File: src/sv/hdie_pkg.sv
`timescale 1ns / 1ps

package hdie_pkg;

   localparam int HDR_DATA_BITS  = 24;
   localparam int SUB_DATA_BITS  = 56;
   localparam int PARITY_BITS    = 8;
   localparam int SYMBOL_BITS    = 10;
   localparam int PIXEL_BITS     = 5;
   localparam int SUBPACKETS     = 4;
   localparam int SUB_DATA_PIXELS = SUB_DATA_BITS / 2;

   localparam logic [PARITY_BITS-1:0] BCH_POLY   = 8'h83;
   localparam logic [PIXEL_BITS-1:0]  PIXEL_LAST = 5'd31;
   localparam logic [PIXEL_BITS-1:0]  HDR_PARITY_PIXEL = PIXEL_BITS'(HDR_DATA_BITS);
   localparam logic [PIXEL_BITS-1:0]  SUB_PARITY_PIXEL = PIXEL_BITS'(SUB_DATA_PIXELS);

   typedef struct packed {
      logic [HDR_DATA_BITS-1:0] header_bytes;
      logic [SUB_DATA_BITS-1:0] subpacket_zero;
      logic [SUB_DATA_BITS-1:0] subpacket_one;
      logic [SUB_DATA_BITS-1:0] subpacket_two;
      logic [SUB_DATA_BITS-1:0] subpacket_three;
      logic                     hsync_level;
      logic                     vsync_level;
      logic                     first_in_island;
   } req_type;

   typedef struct packed {
      logic [PIXEL_BITS-1:0]  pixel_index;
      logic [SYMBOL_BITS-1:0] symbol_lane0;
      logic [SYMBOL_BITS-1:0] symbol_lane1;
      logic [SYMBOL_BITS-1:0] symbol_lane2;
      logic                   last_pixel;
   } rsp_type;

   typedef struct packed {
      logic       load;
      logic       adv;
      logic       data_phase;
      logic [1:0] pair;
   } lane_ctl_type;

   function automatic logic [PARITY_BITS-1:0] bch_step(input logic [PARITY_BITS-1:0] state,
                                                       input logic                   bit_in);
      logic fb;
      fb = state[0] ^ bit_in;
      bch_step = (state >> 1) ^ (fb ? BCH_POLY : '0);
   endfunction

   function automatic logic [SYMBOL_BITS-1:0] terc4(input logic [3:0] nib);
      case (nib)
         4'h0: terc4 = 10'h29c;
         4'h1: terc4 = 10'h263;
         4'h2: terc4 = 10'h2e4;
         4'h3: terc4 = 10'h2e2;
         4'h4: terc4 = 10'h171;
         4'h5: terc4 = 10'h11e;
         4'h6: terc4 = 10'h18e;
         4'h7: terc4 = 10'h13c;
         4'h8: terc4 = 10'h2cc;
         4'h9: terc4 = 10'h139;
         4'ha: terc4 = 10'h19c;
         4'hb: terc4 = 10'h2c6;
         4'hc: terc4 = 10'h28e;
         4'hd: terc4 = 10'h271;
         4'he: terc4 = 10'h163;
         4'hf: terc4 = 10'h2c3;
         default: terc4 = 10'h29c;
      endcase
   endfunction

endpackage

File: src/sv/hdie_sub_lane.sv
`timescale 1ns / 1ps

module hdie_sub_lane (
   input  logic                              clock,
   input  hdie_pkg::lane_ctl_type            ctl,
   input  logic [hdie_pkg::SUB_DATA_BITS-1:0] data,
   output logic [1:0]                        bits
);
   import hdie_pkg::*;

   logic [SUB_DATA_BITS-1:0] sr_ff, sr_in;
   logic [PARITY_BITS-1:0]   par_ff, par_in;

   always_comb begin
      sr_in  = sr_ff;
      par_in = par_ff;
      if (ctl.load) begin
         sr_in  = data;
         par_in = '0;
      end else if (ctl.adv) begin
         sr_in = sr_ff >> 2;
         if (ctl.data_phase) begin
            par_in = bch_step(bch_step(par_ff, sr_ff[0]), sr_ff[1]);
         end
      end
   end

   always_comb begin
      if (ctl.data_phase) begin
         bits = sr_ff[1:0];
      end else begin
         bits = {par_ff[{ctl.pair, 1'b1}], par_ff[{ctl.pair, 1'b0}]};
      end
   end

   always_ff @(posedge clock) begin
      sr_ff  <= sr_in;
      par_ff <= par_in;
   end

endmodule

File: src/sv/hdmi_data_island_encoder_top.sv
`timescale 1ns / 1ps
// hdmi data-island encoder
// req channel: one data-island packet per transfer (header, four subpackets,
// hsync, vsync and the first-packet flag of the island)
// rsp channel: 32 transfers per packet, one per pixel in order 0..31, each
// with the three terc4 symbols, the pixel index and a last-pixel flag
// bch parity bytes are built serially by lfsrs while the data bits go out:
// header one bit per pixel, each subpacket two bits per pixel
// pixel 0 is built from the registers loaded by the packet transfer, then held in the output register
// the output takes one pixel per cycle while rsp_ready does not stall it;
// the next packet is taken in the cycle that pixel 31 moves to the output
// register, so packets follow each other with no gap
// reset clears the packet and output valid flags; no packet is held after it
// when rsp_ready is low the output register holds its pixel, the pixel
// counter stops, and req_ready stays low until the last pixel moves on
module hdmi_data_island_encoder_top (
   input  logic              clock,
   input  logic              reset,
   input  logic              req_valid,
   output logic              req_ready,
   input  hdie_pkg::req_type req_data,
   output logic              rsp_valid,
   input  logic              rsp_ready,
   output hdie_pkg::rsp_type rsp_data
);
   import hdie_pkg::*;

   logic                     busy_ff, busy_in;
   logic [PIXEL_BITS-1:0]    px_ff, px_in;
   logic [HDR_DATA_BITS-1:0] hdr_sr_ff, hdr_sr_in;
   logic [PARITY_BITS-1:0]   hdr_par_ff, hdr_par_in;
   logic                     hs_ff, vs_ff, first_ff;
   logic                     rsp_valid_ff, rsp_valid_in;
   rsp_type                  rsp_ff, rsp_in;

   logic                     adv, last, take, hdr_bit, started;
   lane_ctl_type             lane_ctl;
   logic [SUB_DATA_BITS-1:0] sub_data [SUBPACKETS];
   logic [1:0]               sub_bits [SUBPACKETS];
   logic [3:0]               nib1, nib2;

   assign adv       = busy_ff && (!rsp_valid_ff || rsp_ready);
   assign last      = (px_ff == PIXEL_LAST);
   assign req_ready = !busy_ff || (adv && last);
   assign take      = req_valid && req_ready;

   assign sub_data[0] = req_data.subpacket_zero;
   assign sub_data[1] = req_data.subpacket_one;
   assign sub_data[2] = req_data.subpacket_two;
   assign sub_data[3] = req_data.subpacket_three;

   assign lane_ctl.load       = take;
   assign lane_ctl.adv        = adv;
   assign lane_ctl.data_phase = (px_ff < SUB_PARITY_PIXEL);
   assign lane_ctl.pair       = px_ff[1:0];

   for (genvar s = 0; s < SUBPACKETS; s++) begin : g_lane
      hdie_sub_lane u_lane (
         .clock (clock),
         .ctl   (lane_ctl),
         .data  (sub_data[s]),
         .bits  (sub_bits[s])
      );
      assign nib1[s] = sub_bits[s][0];
      assign nib2[s] = sub_bits[s][1];
   end

   assign hdr_bit = (px_ff < HDR_PARITY_PIXEL) ? hdr_sr_ff[0] : hdr_par_ff[px_ff[2:0]];
   assign started = !((px_ff == '0) && first_ff);

   always_comb begin
      busy_in    = busy_ff;
      px_in      = px_ff;
      hdr_sr_in  = hdr_sr_ff;
      hdr_par_in = hdr_par_ff;
      if (adv) begin
         px_in     = px_ff + PIXEL_BITS'(1);
         hdr_sr_in = hdr_sr_ff >> 1;
         if (px_ff < HDR_PARITY_PIXEL) begin
            hdr_par_in = bch_step(hdr_par_ff, hdr_sr_ff[0]);
         end
         if (last) begin
            busy_in = 1'b0;
         end
      end
      if (take) begin
         busy_in    = 1'b1;
         px_in      = '0;
         hdr_sr_in  = req_data.header_bytes;
         hdr_par_in = '0;
      end
   end

   always_comb begin
      rsp_valid_in = rsp_valid_ff;
      rsp_in       = rsp_ff;
      if (adv) begin
         rsp_valid_in        = 1'b1;
         rsp_in.pixel_index  = px_ff;
         rsp_in.symbol_lane0 = terc4({hdr_bit, started, vs_ff, hs_ff});
         rsp_in.symbol_lane1 = terc4(nib1);
         rsp_in.symbol_lane2 = terc4(nib2);
         rsp_in.last_pixel   = last;
      end else if (rsp_ready) begin
         rsp_valid_in = 1'b0;
      end
   end

   always_ff @(posedge clock) begin
      if (reset) begin
         busy_ff      <= 1'b0;
         px_ff        <= '0;
         rsp_valid_ff <= 1'b0;
      end else begin
         busy_ff      <= busy_in;
         px_ff        <= px_in;
         rsp_valid_ff <= rsp_valid_in;
      end
   end

   always_ff @(posedge clock) begin
      hdr_sr_ff  <= hdr_sr_in;
      hdr_par_ff <= hdr_par_in;
      rsp_ff     <= rsp_in;
      if (take) begin
         hs_ff    <= req_data.hsync_level;
         vs_ff    <= req_data.vsync_level;
         first_ff <= req_data.first_in_island;
      end
   end

   assign rsp_valid = rsp_valid_ff;
   assign rsp_data  = rsp_ff;

endmodule
File: config.mk
export PLATFORM = sky130hd
export DESIGN_NAME = hdmi_data_island_encoder_top
export DESIGN_NICKNAME = d
export VERILOG_FILES = /design/src/sv/hdie_pkg.sv /design/src/sv/hdie_sub_lane.sv /design/src/sv/hdmi_data_island_encoder_top.sv
export SDC_FILE = /design/constraint.sdc
export NUM_CORES = 1
export LEC_CHECK = 0
export BUFFER_PORTS_ARGS = -buffer_cell sky130_fd_sc_hd__buf_4
export CORE_ASPECT_RATIO = 0.9
export CORE_MARGIN = 2
export CORE_UTILIZATION = 60
export DETAILED_ROUTE_END_ITERATION = 12
export HOLD_SLACK_MARGIN = 0.1
export PLACE_DENSITY_LB_ADDON = 0.1
export SYNTH_ARGS = -nofsm -noshare
export SYNTH_HDL_FRONTEND = slang
export SYNTH_HIERARCHICAL = 1
export SYNTH_SLANG_ARGS = --single-unit
File: constraint.sdc
create_clock -name clock -period 8.35 [get_ports clock]
set_clock_uncertainty 0.05 [all_clocks]
set_input_delay 1.2525 -clock clock [delete_from_list [all_inputs] [get_ports clock]]
set_output_delay 1.2525 -clock clock [all_outputs]
set_load 0.05 [all_outputs]
After elaboration in Yosys (flattened, before gate mapping)
Memories as Yosys holds them, arrays and structs flattened. A register that Yosys moved wholly into a read port is not among the register bits.
Index checks and enable logic that the tools add are counted.
{ "classes": {"n_lt_le_gt_ge": 5, "n_shift": 0, "n_reduce_logical": 17, "n_bitwise": 18, "n_mux": 47, "addsub": 1, "n_eq_ne": 1, "n_div": 0, "mul": 0} }
{ "op_table": {"columns": ["cell", "count"], "rows": [
  ["56-bit two-way mux", 8],
  ["8-bit two-way mux", 9],
  ["7-bit by 8-bit XOR with 8-bit output", 9],
  ["24-bit two-way mux", 2],
  ["1-bit binary-select mux with 2-bit select", 8],
  ["1-bit two-way mux", 15],
  ["3-bit by 4-bit less-than comparator with 1-bit output (second input constant)", 3],
  ["5-bit less-than comparator (second input constant)", 2],
  ["1-bit XOR", 9],
  ["2-bit two-way mux", 4],
  ["2-bit AND reduction", 3],
  ["2-bit nonzero test", 3],
  ["5-bit by 1-bit adder with 5-bit output (second input constant)", 1],
  ["5-bit == test (second input constant)", 1],
  ["5-bit zero test", 1],
  ["1-bit logical AND", 4],
  ["1-bit binary-select mux with 3-bit select", 1],
  ["1-bit zero test", 3],
  ["1-bit logical OR", 2],
  ["2-bit OR reduction", 1]
]} }
{ "totals": {"ramBits": 0, "ff_bits": 304, "in_bits": 255, "mem_bits_ro": 480, "latchBits": 0, "out_inout_bits": 38, "mem_count": 3} }
{ "memory_table": {"columns": ["name", "words", "word_bits", "read_ports", "rd_clocked_by_memory_dff", "wr", "line_no", "source"], "rows": [
  ["(name not given)", 16, 10, 1, 1, 0, "hdie_pkg.sv:52", "case (nib)"],
  ["(name not given)", 16, 10, 1, 1, 0, "hdie_pkg.sv:52", null],
  ["(name not given)", 16, 10, 1, 1, 0, "hdie_pkg.sv:52", null]
]} }

Logic depth before layout (Yosys ltp)
{ "depth": {"word_depth": 8, "depth_mapped": 12, "depth_no_buf": 9} }

By module
The synthesis kept the hierarchy.
{ "by_module_without_submodules": {"columns": ["module", "seq_area_each_um2", "area_per_inst_um2", "cells_per_inst", "n_inst"], "rows": [
  ["hdie_sub_lane", 1841.8, 2765.2, 162, 4],
  ["hdmi_data_island_encoder_top", 2192.1, 4117.7, 347, 1]
]} }

Least setup slack after synthesis
OpenSTA, ideal clock, no wires.
{ "synth_timing": {"path_kind": "input to register", "start": "input port rsp_ready", "end": "register g_lane[0].u_lane.sr_ff[0], enable pin", "t_arrival_ps": 5610, "slack_ps": 2273, "n_path_buf": 3, "path_stages": 8, "cell_sequence": "nor2b_1 > o21ai_0 > nand2_1 > inv_1 > buf_1 > buf_2 > clkbuf_1 > or2_1"} }
{ "synth_between": {"elab_chain_len": 6} }
{ "synth_lines": {"columns": ["item", "line_no", "source"], "rows": [
  ["from (decl)", "hdmi_data_island_encoder_top.sv:23", "input logic rsp_ready,"],
  ["1-bit logical OR", "hdmi_data_island_encoder_top.sv:42", "assign adv = busy_ff && (!rsp_valid_ff || rsp_ready);"],
  ["1-bit logical AND", "hdmi_data_island_encoder_top.sv:42", null],
  ["1-bit logical AND", "hdmi_data_island_encoder_top.sv:44", "assign req_ready = !busy_ff || (adv && last);"],
  ["1-bit logical OR", "hdmi_data_island_encoder_top.sv:44", null],
  ["net req_ready", "hdmi_data_island_encoder_top.sv:20", "output logic req_ready,"],
  ["1-bit logical AND", "hdmi_data_island_encoder_top.sv:45", "assign take = req_valid && req_ready;"],
  ["2-bit nonzero test (no line)", null, null],
  ["to (signal assigned)", "hdie_sub_lane.sv:37", "sr_ff <= sr_in;"],
  ["to (decl)", "hdie_sub_lane.sv:11", "logic [SUB_DATA_BITS-1:0] sr_ff, sr_in;"]
]} }
The timed path passes the listed nets, and every way through them passes these cells.
A chain may end at the register's enable or synchronous reset.

Worst setup path in the final report
{ "layout_timing": {"start": "register px_ff[1]", "end": "register g_lane[0].u_lane.sr_ff[45], enable pin"} }
{ "layout_between": {"elab_chain_len": 5} }
{ "layout_lines": {"columns": ["item", "line_no", "source"], "rows": [
  ["from (decl)", "hdmi_data_island_encoder_top.sv:29", "logic [PIXEL_BITS-1:0] px_ff, px_in;"],
  ["from (signal assigned)", "hdmi_data_island_encoder_top.sv:116", "px_ff <= px_in;"],
  ["5-bit == test", "hdmi_data_island_encoder_top.sv:43", "assign last = (px_ff == PIXEL_LAST);"],
  ["net last", "hdmi_data_island_encoder_top.sv:36", "logic adv, last, take, hdr_bit, started;"],
  ["1-bit logical AND", "hdmi_data_island_encoder_top.sv:44", null],
  ["1-bit logical OR", "hdmi_data_island_encoder_top.sv:44", null],
  ["1-bit logical AND", "hdmi_data_island_encoder_top.sv:45", null],
  ["2-bit nonzero test (no line)", null, null]
]} }
The timed path passes the listed nets, and every way through them passes these cells.

==> results.json <==
{
  "synth_area_leaders": "edfxtp_1 57%, mux2_1 15%, dfxtp_1 6.2%, mux2_2 3.0%, ha_1 2.0%",
  "htreeDepth": 2,
  "setup_viol": 0,
  "routed_via_density": 5.45,
  "min_period_over_period_pct": 57.1,
  "tritoncts": "yes",
  "synth_top_area_cell": "edfxtp_1",
  "leakagePower_nw": 7.23,
  "end_kind": "flop",
  "cp-start-kind": "flop",
  "p_int_mw": 3.29,
  "cts-root-buf": "clkbuf_16",
  "synthSimpleGateAreaFrac_pct": 5.69,
  "synth_mux_area_share_pct": 21.1,
  "hold_class": "reg2reg",
  "synth_area_um2": 15200,
  "cap_violations": 0,
  "synth_top_area_share_pct": 56.8,
  "status": "complete, no violations",
  "fmax_ghz": 0.210,
  "post_cts.repair.setup_buffers": 0,
  "die_w_um": 172,
  "clkLatencyLatePin_ns": 0.51,
  "numCtsBuffers": 34,
  "die_h_um": 155,
  "fin_ws_ns": 3.58,
  "drtIter0Drc": 773,
  "nets": 1559,
  "p_sw_share_pct": 23.8,
  "cts_buffer_depth": 3,
  "io_pins": 293,
  "routed_wirelength_um": 28800,
  "synth_edf_count": 287,
  "place_ws_ns": 3.55,
  "drc_errors": 0,
  "area_growth_pct": 23.1,
  "post-route-util_pct": 74.8,
  "grt_max_degree": 168,
  "worstMarginPinSlew_ns": 0.984,
  "worstPathMaxFanout": 167,
  "fillers": 1624,
  "ys_ff_latch": 334,
  "p_clk_share_pct": 34.6,
  "hold_viol": 0,
  "track_usage_pct": 21.3,
  "slew_violations": 0,
  "p_switching_mw": 1.03,
  "die-area_um2": 26600,
  "layout_min_cycle_time_ns": 4.77,
  "clock-sinks": 334,
  "crit_arrival_ns": 4.85,
  "crit_chain": "ha_1 -> and3_1 -> ha_1 -> inv_1 -> o21ai_0 -> nand2_1 -> buf_4 -> inv_8 -> buf_12 -> or2_2 -> buf_4",
  "power.share.sequential_pct": 50.0,
  "postSynthAreaPerCell_um2": 15.3,
  "ff2ff_setup_slack_ns": 3.58,
  "routabilityCongestion": 0.836,
  "drtAntennaViolNets": 0,
  "grt_pass1_wl_um": 44800,
  "p_comb_share_pct": 15.4,
  "p_per_area_nw_per_um2": 231,
  "rsz0062_at_grt": "false",
  "relSlewSlack_pct": 34.2,
  "antenna_found_initial": 0,
  "dp.cells": 1586,
  "clk_pin_slew_worst_paths_ns": 0.07,
  "synth_xor_xnor_area_share_pct": 1.78,
  "fp.coreArea_um2": 25000,
  "grt_overflow": 0,
  "path_class": "reg2reg",
  "final-instance-count-excl-fill": 1648,
  "drtPass1Iterations": 6,
  "first_global_vias": 9103,
  "synth_compound_area_share_pct": 4.16,
  "synth_cells": 995,
  "via_count": 8985,
  "seq_area_frac_synth_pct": 63.0,
  "vdd_drop_max_v": 0.000205,
  "rows": 55,
  "yosysUniqueCellTypes": 65,
  "crit_required_ns": 8.43,
  "whs_ns": 0.400,
  "post_cts_resized": 0,
  "cp_slowest_cell": "dfxtp_1",
  "drive_gt1_share_pct": 31.6,
  "cts_hold_buf": 0,
  "dp_hpwl_um": 18800,
  "wl_per_cell_um": 17.5,
  "yosys.area_share.adder_pct": 1.98,
  "async_flop_share_pct": 0,
  "syn_nets": 1274,
  "initial_core_util_pct": 60.8,
  "synth_top_family_by_area": "multiplexers",
  "yosysWarnings": 6,
  "critPathMaxStageDelay_ns": 0.74,
  "antenna_cells": 0,
  "setup_tns_ns": 0,
  "ys.flop_type": "edfxtp_1",
  "port-buffer-count": 292
}
[stage by stage]
step           total power, mW  instance area (µm²)
2_1_floorplan             2.64                15200
3_3_place_gp              2.83                17600
3_5_place_dp              2.86                17600
4_1_cts                   4.36                18700
5_1_grt                   4.49                18700
6_report                  4.32                18700
[cell usage after synthesis, types with 2 or more instances]
master / n
a31oi_1: 4
nand2_1: 62
o2111ai_1: 3
mux2_2: 41
mux2i_1: 13
o22ai_1: 4
nand2b_1: 7
buf_8: 4
edfxtp_1: 287
and2_1: 14
clkbuf_1: 16
ha_1: 24
a21o_1: 2
or4_1: 5
nor2_1: 41
nand4b_1: 4
nor3_1: 8
mux4_2: 4
or2_1: 4
mux4_1: 6
xor2_1: 4
o21ai_0: 11
nand3b_1: 4
a211oi_1: 12
and3_1: 3
nor2b_1: 4
a21oi_1: 38
buf_4: 4
o21bai_1: 2
mux2_1: 208
a311oi_1: 2
o211ai_1: 3
xnor2_1: 12
nor4_1: 2
a221oi_1: 2
dfxtp_1: 47
inv_1: 17
xnor2_2: 8
buf_2: 24
a2111oi_0: 2
nand3_1: 9
[sequential cells by signal, summed over array words and instances (netlist names)]
| signal | flops |
|---|---|
| hdr_par_ff | 8 |
| hs_ff | 1 |
| hdr_sr_ff | 24 |
| vs_ff | 1 |
| g_lane.u_lane/par_ff | 32 |
| g_lane.u_lane/sr_ff | 224 |
| busy_ff | 1 |
| rsp_valid | 1 |
| first_ff | 1 |
| px_ff | 5 |
| rsp_data | 36 |
[cells by family after synthesis]
kind of cell | count (synthesis)
adder cells (fa/ha/maj) | 24
AND/OR/NAND/NOR | 176
flip-flops | 334
XOR/XNOR | 24
multiplexers | 273
AO/OA/AOI/OAI | 97
buffers and inverters | 67
[path summary, 6_finish.rpt]
check                                           startpoint                         end  cells past startpoint
worst max-delay path                              px_ff[1]  g_lane[0].u_lane/sr_ff[45]                     11
worst min-delay path            g_lane[2].u_lane/par_ff[4]  g_lane[2].u_lane/par_ff[2]                      2
worst max register to register                    px_ff[1]  g_lane[0].u_lane/sr_ff[45]                     11
worst min register to register  g_lane[2].u_lane/par_ff[4]  g_lane[2].u_lane/par_ff[2]                      2
[metal layers]
layer  up-vias  track usage [%]  part of all wire, %  wire length [µm]
met1      4289             27.2                   42             12000
met4         0             7.26                  2.8               806
met5         -                0                    0                 0
met3        52             6.54                  8.2              2360
li1       4345                -                    -                 -
met2       299             34.7                   47             13700
[area by class of cell]
type                    instances  area (µm²)  area share [%]
flip-flops and latches        334        9560            51.2
multi-input cells             594        5270            28.2
repair buffers                299        2260            12.1
clock buffers                  53        1010            5.38
well taps                     342         428            2.29
clock inverters                 9        92.6           0.496
inverters                      17        71.3           0.382
[power groups by stage]
stage | registers, mW | clock network, mW | logic (mW)
after CTS | 2.16 | 1.53 | 0.671
after global placement | 2.19 | 0 | 0.645
after floorplan | 2.22 | 0 | 0.413
after detailed placement | 2.19 | 0 | 0.665
after global routing | 2.18 | 1.59 | 0.725
final | 2.16 | 1.49 | 0.666
[critical path, delay by kind of cell, from the launching register on]
family	cells	cell delay, ns
simple gates	3	0.50
fa+ha+maj	2	0.44
flops	1	0.74
compound gates	1	0.35
buf+inv	5	2.03
[layout by cell type, fill, tap and decap left out, types with 15 or more instances in the layout]
cell / netlist / routed
a21oi_1: 38 / 38
nor2_1: 41 / 41
mux2_2: 41 / 41
nand2_1: 62 / 62
ha_1: 24 / 24
clkbuf_16: 0 / 37
inv_1: 17 / 15
dfxtp_1: 47 / 47
buf_4: 4 / 298
mux2_1: 208 / 208
edfxtp_1: 287 / 287
(Power assumes the default switching activity.)
